### src/hdwt_pkg.sv
// Shared types and constants for the multi-level Haar wavelet transform block.
`default_nettype none

package hdwt_pkg;

   localparam int DATA_W     = 32;
   localparam int SUM_W      = DATA_W + 1;
   localparam int COEF_W     = 18;
   localparam int PROD_W     = SUM_W + COEF_W + 1;
   localparam int ROUND_SHIFT = 18;
   localparam int LG_W       = 3;
   localparam int INDEX_W    = 6;
   localparam int CSR_IDX_W  = 2;

   localparam logic [COEF_W-1:0] INV_SQRT2_Q18 = COEF_W'(185364);
   localparam logic [PROD_W-1:0] ROUND_HALF    = PROD_W'(131072);

   localparam logic [CSR_IDX_W-1:0] CSR_FORWARD_MODE = CSR_IDX_W'(0);
   localparam logic [CSR_IDX_W-1:0] CSR_LOG2_LENGTH  = CSR_IDX_W'(1);
   localparam logic [CSR_IDX_W-1:0] CSR_LEVEL_COUNT  = CSR_IDX_W'(2);

   typedef enum logic [2:0] {
      S_IDLE,
      S_RDA,
      S_RDB,
      S_SUM,
      S_MUL,
      S_WRA,
      S_WRB,
      S_EMIT
   } state_type;

endpackage

`default_nettype wire

### src/hdwt_scale_unit.sv
// Shared butterfly scaler: registered multiply by 1/sqrt2, round half up, saturate.
`default_nettype none

module hdwt_scale_unit (
   input  wire logic                               clock,
   input  wire logic signed [hdwt_pkg::SUM_W-1:0]  op_value,
   output logic signed [hdwt_pkg::DATA_W-1:0]      scaled_value
);
   import hdwt_pkg::*;

   localparam int Q_W = PROD_W - ROUND_SHIFT;

   logic signed [PROD_W-1:0] prod_ff;
   logic signed [PROD_W-1:0] prod_in;
   logic signed [PROD_W-1:0] rounded;
   logic signed [Q_W-1:0]    quot;

   localparam logic signed [Q_W-1:0] MAX_Q = Q_W'(signed'({1'b0, {(DATA_W-1){1'b1}}}));
   localparam logic signed [Q_W-1:0] MIN_Q = -MAX_Q - Q_W'(1);

   assign prod_in = PROD_W'(op_value) * PROD_W'(signed'({1'b0, INV_SQRT2_Q18}));

   always_ff @(posedge clock) begin
      prod_ff <= prod_in;
   end

   always_comb begin
      rounded = prod_ff + signed'(ROUND_HALF);
      quot    = Q_W'(rounded >>> ROUND_SHIFT);
      if (quot > MAX_Q) begin
         scaled_value = {1'b0, {(DATA_W-1){1'b1}}};
      end else if (quot < MIN_Q) begin
         scaled_value = {1'b1, {(DATA_W-1){1'b0}}};
      end else begin
         scaled_value = quot[DATA_W-1:0];
      end
   end

endmodule

`default_nettype wire

### src/haar_dwt_in_place.sv
// Block-based in-place multi-level Haar wavelet transform with one shared butterfly scaler.
// Load: one sample per cycle while busy is low; N = 2^log2_length samples form a block.
// Transform: butterflies run RDA, RDB, SUM, MUL, WRA, WRB on one memory and one multiplier;
//   B = sum over levels of N/2^(l+1) butterflies (63 for N = 64 with 6 levels).
// Emit: N results on consecutive cycles once the last butterfly has been written.
// A new block cannot load until this one is transformed and emitted; results cannot stall.
// Reset: registers to 1/6/6, load count cleared, store contents undefined until loaded.
`default_nettype none

module haar_dwt_in_place #(
   parameter int MAX_LEN = 64
) (
   input  wire logic                                     clock,
   input  wire logic                                     reset,
   input  wire logic                                     start,
   output logic                                          busy,
   input  wire logic signed [hdwt_pkg::DATA_W-1:0]       req_sample_value,
   output logic                                          rsp_strobe,
   output logic signed [hdwt_pkg::DATA_W-1:0]            rsp_coeff_value,
   output logic        [hdwt_pkg::INDEX_W-1:0]           rsp_coeff_index,
   output logic                                          rsp_last_of_block,
   input  wire logic                                     csr_wr_en,
   input  wire logic   [hdwt_pkg::CSR_IDX_W-1:0]         csr_index,
   input  wire logic   [hdwt_pkg::LG_W-1:0]              csr_wdata
);
   import hdwt_pkg::*;

   localparam int AW  = $clog2(MAX_LEN);
   localparam int LCW = $clog2(MAX_LEN + 1);
   localparam logic [LG_W-1:0] CAP = LG_W'($clog2(MAX_LEN + 1) - 1);

   state_type state_ff, state_in;

   logic            fwd_ff;
   logic [LG_W-1:0] lg_ff;
   logic [LG_W-1:0] lv_ff;

   logic [LG_W-1:0] lg_eff;
   logic [LG_W-1:0] lv_eff;
   logic [LCW-1:0]  len_cfg;
   logic [LCW-1:0]  count_inc;

   logic [LCW-1:0]  load_count_ff, load_count_in;
   logic            mode_ff, mode_in;
   logic [LG_W-1:0] lgb_ff, lgb_in;
   logic [LG_W-1:0] lvtop_ff, lvtop_in;
   logic [LG_W-1:0] lvl_ff, lvl_in;
   logic [LCW-1:0]  i_ff, i_in;
   logic [LCW-1:0]  e_ff, e_in;
   logic [LCW-1:0]  len_blk;
   logic [LCW-1:0]  skip;
   logic [LCW-1:0]  i_next;
   logic            pass_last;

   logic signed [DATA_W-1:0] a_ff, a_in;
   logic signed [DATA_W-1:0] b_ff, b_in;
   logic signed [SUM_W-1:0]  op_ff, op_in;
   logic signed [DATA_W-1:0] scaled;

   logic            strobe_ff, strobe_in;
   logic [AW-1:0]   idx_ff, idx_in;
   logic            last_ff, last_in;

   logic [DATA_W-1:0] mem [MAX_LEN];
   logic [DATA_W-1:0] rdata_ff;
   logic              mem_we;
   logic [AW-1:0]     mem_waddr;
   logic [DATA_W-1:0] mem_wdata;
   logic [AW-1:0]     mem_raddr;

   hdwt_scale_unit u_scale (
      .clock        (clock),
      .op_value     (op_ff),
      .scaled_value (scaled)
   );

   always_comb begin
      lg_eff = lg_ff;
      if (lg_eff == '0) begin
         lg_eff = LG_W'(1);
      end
      if (lg_eff > CAP) begin
         lg_eff = CAP;
      end
      lv_eff = lv_ff;
      if (lv_eff == '0) begin
         lv_eff = LG_W'(1);
      end
      if (lv_eff > lg_eff) begin
         lv_eff = lg_eff;
      end
   end

   assign len_cfg   = LCW'(1) << lg_eff;
   assign count_inc = load_count_ff + LCW'(1);
   assign len_blk   = LCW'(1) << lgb_ff;
   assign skip      = LCW'(1) << lvl_ff;
   assign i_next    = i_ff + (skip << 1);
   assign pass_last = mode_ff ? (lvl_ff == lvtop_ff - LG_W'(1)) : (lvl_ff == '0);

   always_comb begin
      state_in      = state_ff;
      load_count_in = load_count_ff;
      mode_in       = mode_ff;
      lgb_in        = lgb_ff;
      lvtop_in      = lvtop_ff;
      lvl_in        = lvl_ff;
      i_in          = i_ff;
      e_in          = e_ff;
      a_in          = a_ff;
      b_in          = b_ff;
      op_in         = op_ff;
      strobe_in     = 1'b0;
      idx_in        = idx_ff;
      last_in       = last_ff;
      mem_we        = 1'b0;
      mem_waddr     = load_count_ff[AW-1:0];
      mem_wdata     = req_sample_value;
      mem_raddr     = i_ff[AW-1:0];
      case (state_ff)
         S_IDLE: begin
            if (start) begin
               mem_we = 1'b1;
               if (count_inc >= len_cfg) begin
                  load_count_in = '0;
                  mode_in       = fwd_ff;
                  lgb_in        = lg_eff;
                  lvtop_in      = lv_eff;
                  lvl_in        = fwd_ff ? '0 : lv_eff - LG_W'(1);
                  i_in          = '0;
                  state_in      = S_RDA;
               end else begin
                  load_count_in = count_inc;
               end
            end
         end
         S_RDA: begin
            mem_raddr = i_ff[AW-1:0];
            state_in  = S_RDB;
         end
         S_RDB: begin
            a_in      = rdata_ff;
            mem_raddr = AW'(i_ff + skip);
            state_in  = S_SUM;
         end
         S_SUM: begin
            b_in     = rdata_ff;
            op_in    = SUM_W'(a_ff) + SUM_W'(signed'(rdata_ff));
            state_in = S_MUL;
         end
         S_MUL: begin
            op_in    = SUM_W'(a_ff) - SUM_W'(b_ff);
            state_in = S_WRA;
         end
         S_WRA: begin
            mem_we    = 1'b1;
            mem_waddr = i_ff[AW-1:0];
            mem_wdata = scaled;
            state_in  = S_WRB;
         end
         S_WRB: begin
            mem_we    = 1'b1;
            mem_waddr = AW'(i_ff + skip);
            mem_wdata = scaled;
            state_in  = S_RDA;
            if (i_next >= len_blk) begin
               i_in = '0;
               if (pass_last) begin
                  e_in     = '0;
                  state_in = S_EMIT;
               end else begin
                  lvl_in = mode_ff ? lvl_ff + LG_W'(1) : lvl_ff - LG_W'(1);
               end
            end else begin
               i_in = i_next;
            end
         end
         S_EMIT: begin
            mem_raddr = e_ff[AW-1:0];
            strobe_in = 1'b1;
            idx_in    = e_ff[AW-1:0];
            last_in   = (e_ff + LCW'(1) == len_blk);
            e_in      = e_ff + LCW'(1);
            if (e_ff + LCW'(1) == len_blk) begin
               state_in = S_IDLE;
            end
         end
         default: begin
            state_in = S_IDLE;
         end
      endcase
   end

   always_ff @(posedge clock) begin
      if (reset) begin
         state_ff      <= S_IDLE;
         load_count_ff <= '0;
         strobe_ff     <= 1'b0;
      end else begin
         state_ff      <= state_in;
         load_count_ff <= load_count_in;
         strobe_ff     <= strobe_in;
      end
   end

   always_ff @(posedge clock) begin
      if (reset) begin
         fwd_ff <= 1'b1;
         lg_ff  <= LG_W'(6);
         lv_ff  <= LG_W'(6);
      end else if (csr_wr_en) begin
         case (csr_index)
            CSR_FORWARD_MODE: fwd_ff <= csr_wdata[0];
            CSR_LOG2_LENGTH:  lg_ff  <= csr_wdata;
            CSR_LEVEL_COUNT:  lv_ff  <= csr_wdata;
            default: begin
            end
         endcase
      end
   end

   always_ff @(posedge clock) begin
      mode_ff  <= mode_in;
      lgb_ff   <= lgb_in;
      lvtop_ff <= lvtop_in;
      lvl_ff   <= lvl_in;
      i_ff     <= i_in;
      e_ff     <= e_in;
      a_ff     <= a_in;
      b_ff     <= b_in;
      op_ff    <= op_in;
      idx_ff   <= idx_in;
      last_ff  <= last_in;
   end

   always_ff @(posedge clock) begin
      if (mem_we) begin
         mem[mem_waddr] <= mem_wdata;
      end
      rdata_ff <= mem[mem_raddr];
   end

   assign busy              = (state_ff != S_IDLE);
   assign rsp_strobe        = strobe_ff;
   assign rsp_coeff_value   = rdata_ff;
   assign rsp_coeff_index   = INDEX_W'(idx_ff);
   assign rsp_last_of_block = last_ff;

   a_strobe_from_emit: assert property (@(posedge clock) disable iff (reset)
      rsp_strobe |-> $past(state_ff == S_EMIT))
      else $error("result strobe without an emit cycle");

   a_last_ends_block: assert property (@(posedge clock) disable iff (reset)
      rsp_strobe && rsp_last_of_block |=> !rsp_strobe)
      else $error("result transfer after final element of block");

   a_busy_mid_block: assert property (@(posedge clock) disable iff (reset)
      rsp_strobe && !rsp_last_of_block |-> busy)
      else $error("block idle while results remain");

   a_load_count_range: assert property (@(posedge clock) disable iff (reset)
      load_count_ff <= LCW'(MAX_LEN))
      else $error("load count beyond store depth");

endmodule

`default_nettype wire

### config.mk
export PLATFORM = sky130hd
export DESIGN_NAME = haar_dwt_in_place
export DESIGN_NICKNAME = d
export VERILOG_FILES = /design/src/hdwt_pkg.sv /design/src/hdwt_scale_unit.sv /design/src/haar_dwt_in_place.sv
export SDC_FILE = /design/constraint.sdc
export NUM_CORES = 2
export LEC_CHECK = 0
export BUFFER_PORTS_ARGS = -buffer_cell sky130_fd_sc_hd__buf_4
export CORE_MARGIN = 2
export CORE_UTILIZATION = 45
export CTS_BUF_LIST = sky130_fd_sc_hd__clkbuf_2
export DETAILED_ROUTE_END_ITERATION = 10
export PLACE_DENSITY = 0.6
export SKIP_CTS_REPAIR_TIMING = 1
export SYNTH_ARGS = -nofsm -noshare
export SYNTH_HDL_FRONTEND = slang
export SYNTH_SLANG_ARGS = --single-unit
### constraint.sdc
create_clock -name clock -period 6.3 [get_ports clock]
set_clock_uncertainty 0.15 [all_clocks]
set_input_delay 1.26 -clock clock [delete_from_list [all_inputs] [get_ports clock]]
set_output_delay 1.26 -clock clock [all_outputs]
set_load 0.01 [all_outputs]
==> flow_summary.ini <==
[min_path]
min_path_type = primary input to flip-flop
min_to = mem[29][21]$_DFFE_PP_
hold_start = req_sample_value[21]
min_path_cells = 2

[placed_design]
gp_congestion = 0.8983
place_inst = 10960
io_buffer_count = 81
dp.final_hpwl_microns = 182100

[clock_network]
clk_root_buffer_cell = clkbuf_2
insertion_delay_ps = 1910
cts_tree = built
cts_buffers = 583
cts.sinks = 2260
clk_pin_slew_ps = 110
cts_htree_levels = 6
clockBufferDepth = 4

[critical_path]
crit_required_ps = 7910
r2r-start = op_ff[16]$_DFFE_PP_
reg2reg_depth = 20
cp_max_fo = 7
cp-end-kind = flip-flop
r2r_slack_ps = 90
path_class = flip-flop to flip-flop
reg2reg_to = u_scale.prod_ff[42]$_DFF_P_
crit_arrival_ps = 7820
start_kind = flip-flop

[floorplan]
die_area_sq_um = 228100
die_x_microns = 477.6
rows = 173
die_y_microns = 477.6
start_util_pct = 45.36
core_sq_um = 222500
io_pins = 82

[layout]
fin_cells = 11961
drive_gt1_share_pct = 15.97
multi_input_area_sq_um = 31240
synthToLayoutAreaGrowth_pct = 11.51
final_cell_mix = edfxtp_1 (2,175), nand2_1 (2,069), clkbuf_2 (823)
fillers = 19579
final_util_pct = 50.57
seqCellArea_sq_um = 67010
nets = 9115
final_common_cell = edfxtp_1

[synthesis]
synth_fp_nets = 8566
synthCells = 8064
yosysWarnings = 0
synth_edf_count = 2175
synth_ff_type = edfxtp_1
syn_area_sq_um = 100900
yosysUniqueCellTypes = 88
synth_area_per_cell_sq_um = 12.52
synth_area_leader_cell = edfxtp_1
synthArstFlopShare_pct = 0
yosys_register_bits = 2260
yosys.area.top_type_share_pct = 64.71
synthTopCellsByArea = edfxtp_1 (65%), nand2_1 (7.7%), ha_1 (3.6%)
ys_seq_area_share_pct = 66.40

[sta]
hold_violations = 0
rsz0062_at_grt = true
fmaxAchievable_ghz = 0.1611
finalSetupTns_ps = 0
tightest_slew_ps = 1367
maxSlewHeadroom_pct = 8.835
finalCriticalPeriod_ps = 6206
finalSetupViolations = 0
finalCritPeriodShare_pct = 98.50
holdWs_ps = 68.12
maxSlewViolCount = 0

[drt]
vias = 69222
ant_nets = 0
via_per_inst = 5.787
drc = 0
avgRoutedWirePerCell_microns = 25.75
drt_first_pass_iters = 6
drt_iter0_drc = 7856
routed_wl_microns = 307900

[power_and_ir_drop]
p_total_uw = 42410
power.density_nw_per_um2 = 376.8
p_leak_uw = 0.04198
vdd_drop_max_mv = 0.2814

[global_routing]
grt_pass1_wl_microns = 446800
gr-total-overflow = 0
antenna_found_initial = 14
grt_max_degree = 123
grtUsageTotal_pct = 26.50
grt_pass1_vias = 66522

[status]
outcome = completed

[job]
cap_violations = 0
[per-stage QoR]
stage               worst slack (ps)  cell area [sq um]
detailed placement             7.972             107100
finish                         94.22             112500
CTS                           -130.5             112000
global placement              -12.43             107100
global route                  -39.95             112500
floorplan                      455.0             100900
[registers in the layout, indices dropped and copies added, names as in the netlist]
signal             cells
lv_ff                  3
a_ff                  32
lg_ff                  3
fwd_ff                 1
load_count_ff          7
mode_ff                1
rsp_coeff_index        6
rsp_last_of_block      1
state_ff               3
lvtop_ff               3
b_ff                  32
u_scale.prod_ff       35
lvl_ff                 3
lgb_ff                 3
i_ff                   6
e_ff                   7
mem                 2048
rsp_strobe             1
rsp_coeff_value       32
op_ff                 33
[metal layers]
layer / share of wire (%) / track usage [%] / up-vias
met5: 0.0042 / 0 / -
met4: 3.8 / 10.55 / 4
met3: 9.1 / 5.169 / 560
met2: 46 / 41.42 / 3480
met1: 41 / 36.52 / 34435
li1: - / - / 30743
[critical path, stage by stage (launching register included)]
cell	delay, ps
edfxtp_1	580
ha_1	360
inv_1	50
fa_1	510
inv_1	60
fa_1	560
fa_1	460
fa_1	460
fa_1	520
ha_2	320
nand2_1	100
a21oi_1	60
a221oi_2	300
o21ai_1	120
a221oi_1	270
buf_4	180
a211oi_2	80
o21a_1	240
or3_1	370
a21oi_2	150
xnor2_1	130
[logic make-up after synthesis]
logic type / synth area share (%)
DFF: 66.40
adders and majority gates: 6.972
other: 0.003716
muxes: 0.7166
xor gates and xnor gates: 1.224
and+or+nand+nor: 14.17
AOI/OAI and AO/OA: 7.084
buffers and inverters: 3.430
[power breakdown]
part,internal [uW],leakage (uW),switching [uW]
Combinational,5520,0.0179,9430
Sequential,17200,0.0202,502
Clock,3900,0.00379,5870
Total,26600,0.0420,15800
[final cells by class]
| cell class | count | share of cell area (%) |
|---|---|---|
| Sequential cell | 2260 | 59.55 |
| Clock buffer | 823 | 3.660 |
| Timing Repair Buffer | 437 | 3.759 |
| Antenna cell | 13 | 0.02891 |
| Tap cell | 2975 | 3.308 |
| Multi-Input combinational cell | 4956 | 27.76 |
| Clock inverter | 122 | 0.6815 |
| Inverter | 375 | 1.253 |
[worst max-delay path by stage]
stage | startpoint | cells after the start | end | slack, ps
2_1_floorplan | op_ff[10]$_DFFE_PP_ | 22 | u_scale.prod_ff[42]$_DFF_P_ | 460
3_3_place_gp | op_ff[12]$_DFFE_PP_ | 23 | u_scale.prod_ff[51]$_DFF_P_ | -10
3_5_place_dp | op_ff[12]$_DFFE_PP_ | 23 | u_scale.prod_ff[51]$_DFF_P_ | 8
4_1_cts | op_ff[12]$_DFFE_PP_ | 23 | u_scale.prod_ff[51]$_DFF_P_ | -130
5_1_grt | op_ff[12]$_DFFE_PP_ | 23 | u_scale.prod_ff[42]$_DFF_P_ | -40
6_report | op_ff[16]$_DFFE_PP_ | 20 | u_scale.prod_ff[42]$_DFF_P_ | 90
[Yosys cell counts, types with 8 or more instances]
cell      instances
nand2b_1         16
clkbuf_1        242
mux2i_1          70
o21ai_1          19
nor3_1           91
ha_1            292
nor2_1          185
a311oi_1        372
and2_1           10
o21bai_1         11
a211oi_1          8
nand3_1         611
edfxtp_1       2175
xnor2_1          68
o21ai_0          96
buf_4            14
a221oi_1         36
and3_1          242
a21o_1           41
a31oi_1          80
nor2b_1          12
xor2_1           73
inv_1           373
fa_1            169
buf_1            38
o22a_1           31
o21a_1           10
buf_2           179
dfxtp_1          85
nand2_1        2069
o31ai_1          10
a32oi_1          13
nand3b_1          8
nand4_1          15
a21oi_1         174
Power figures use the tool's default switching activity.
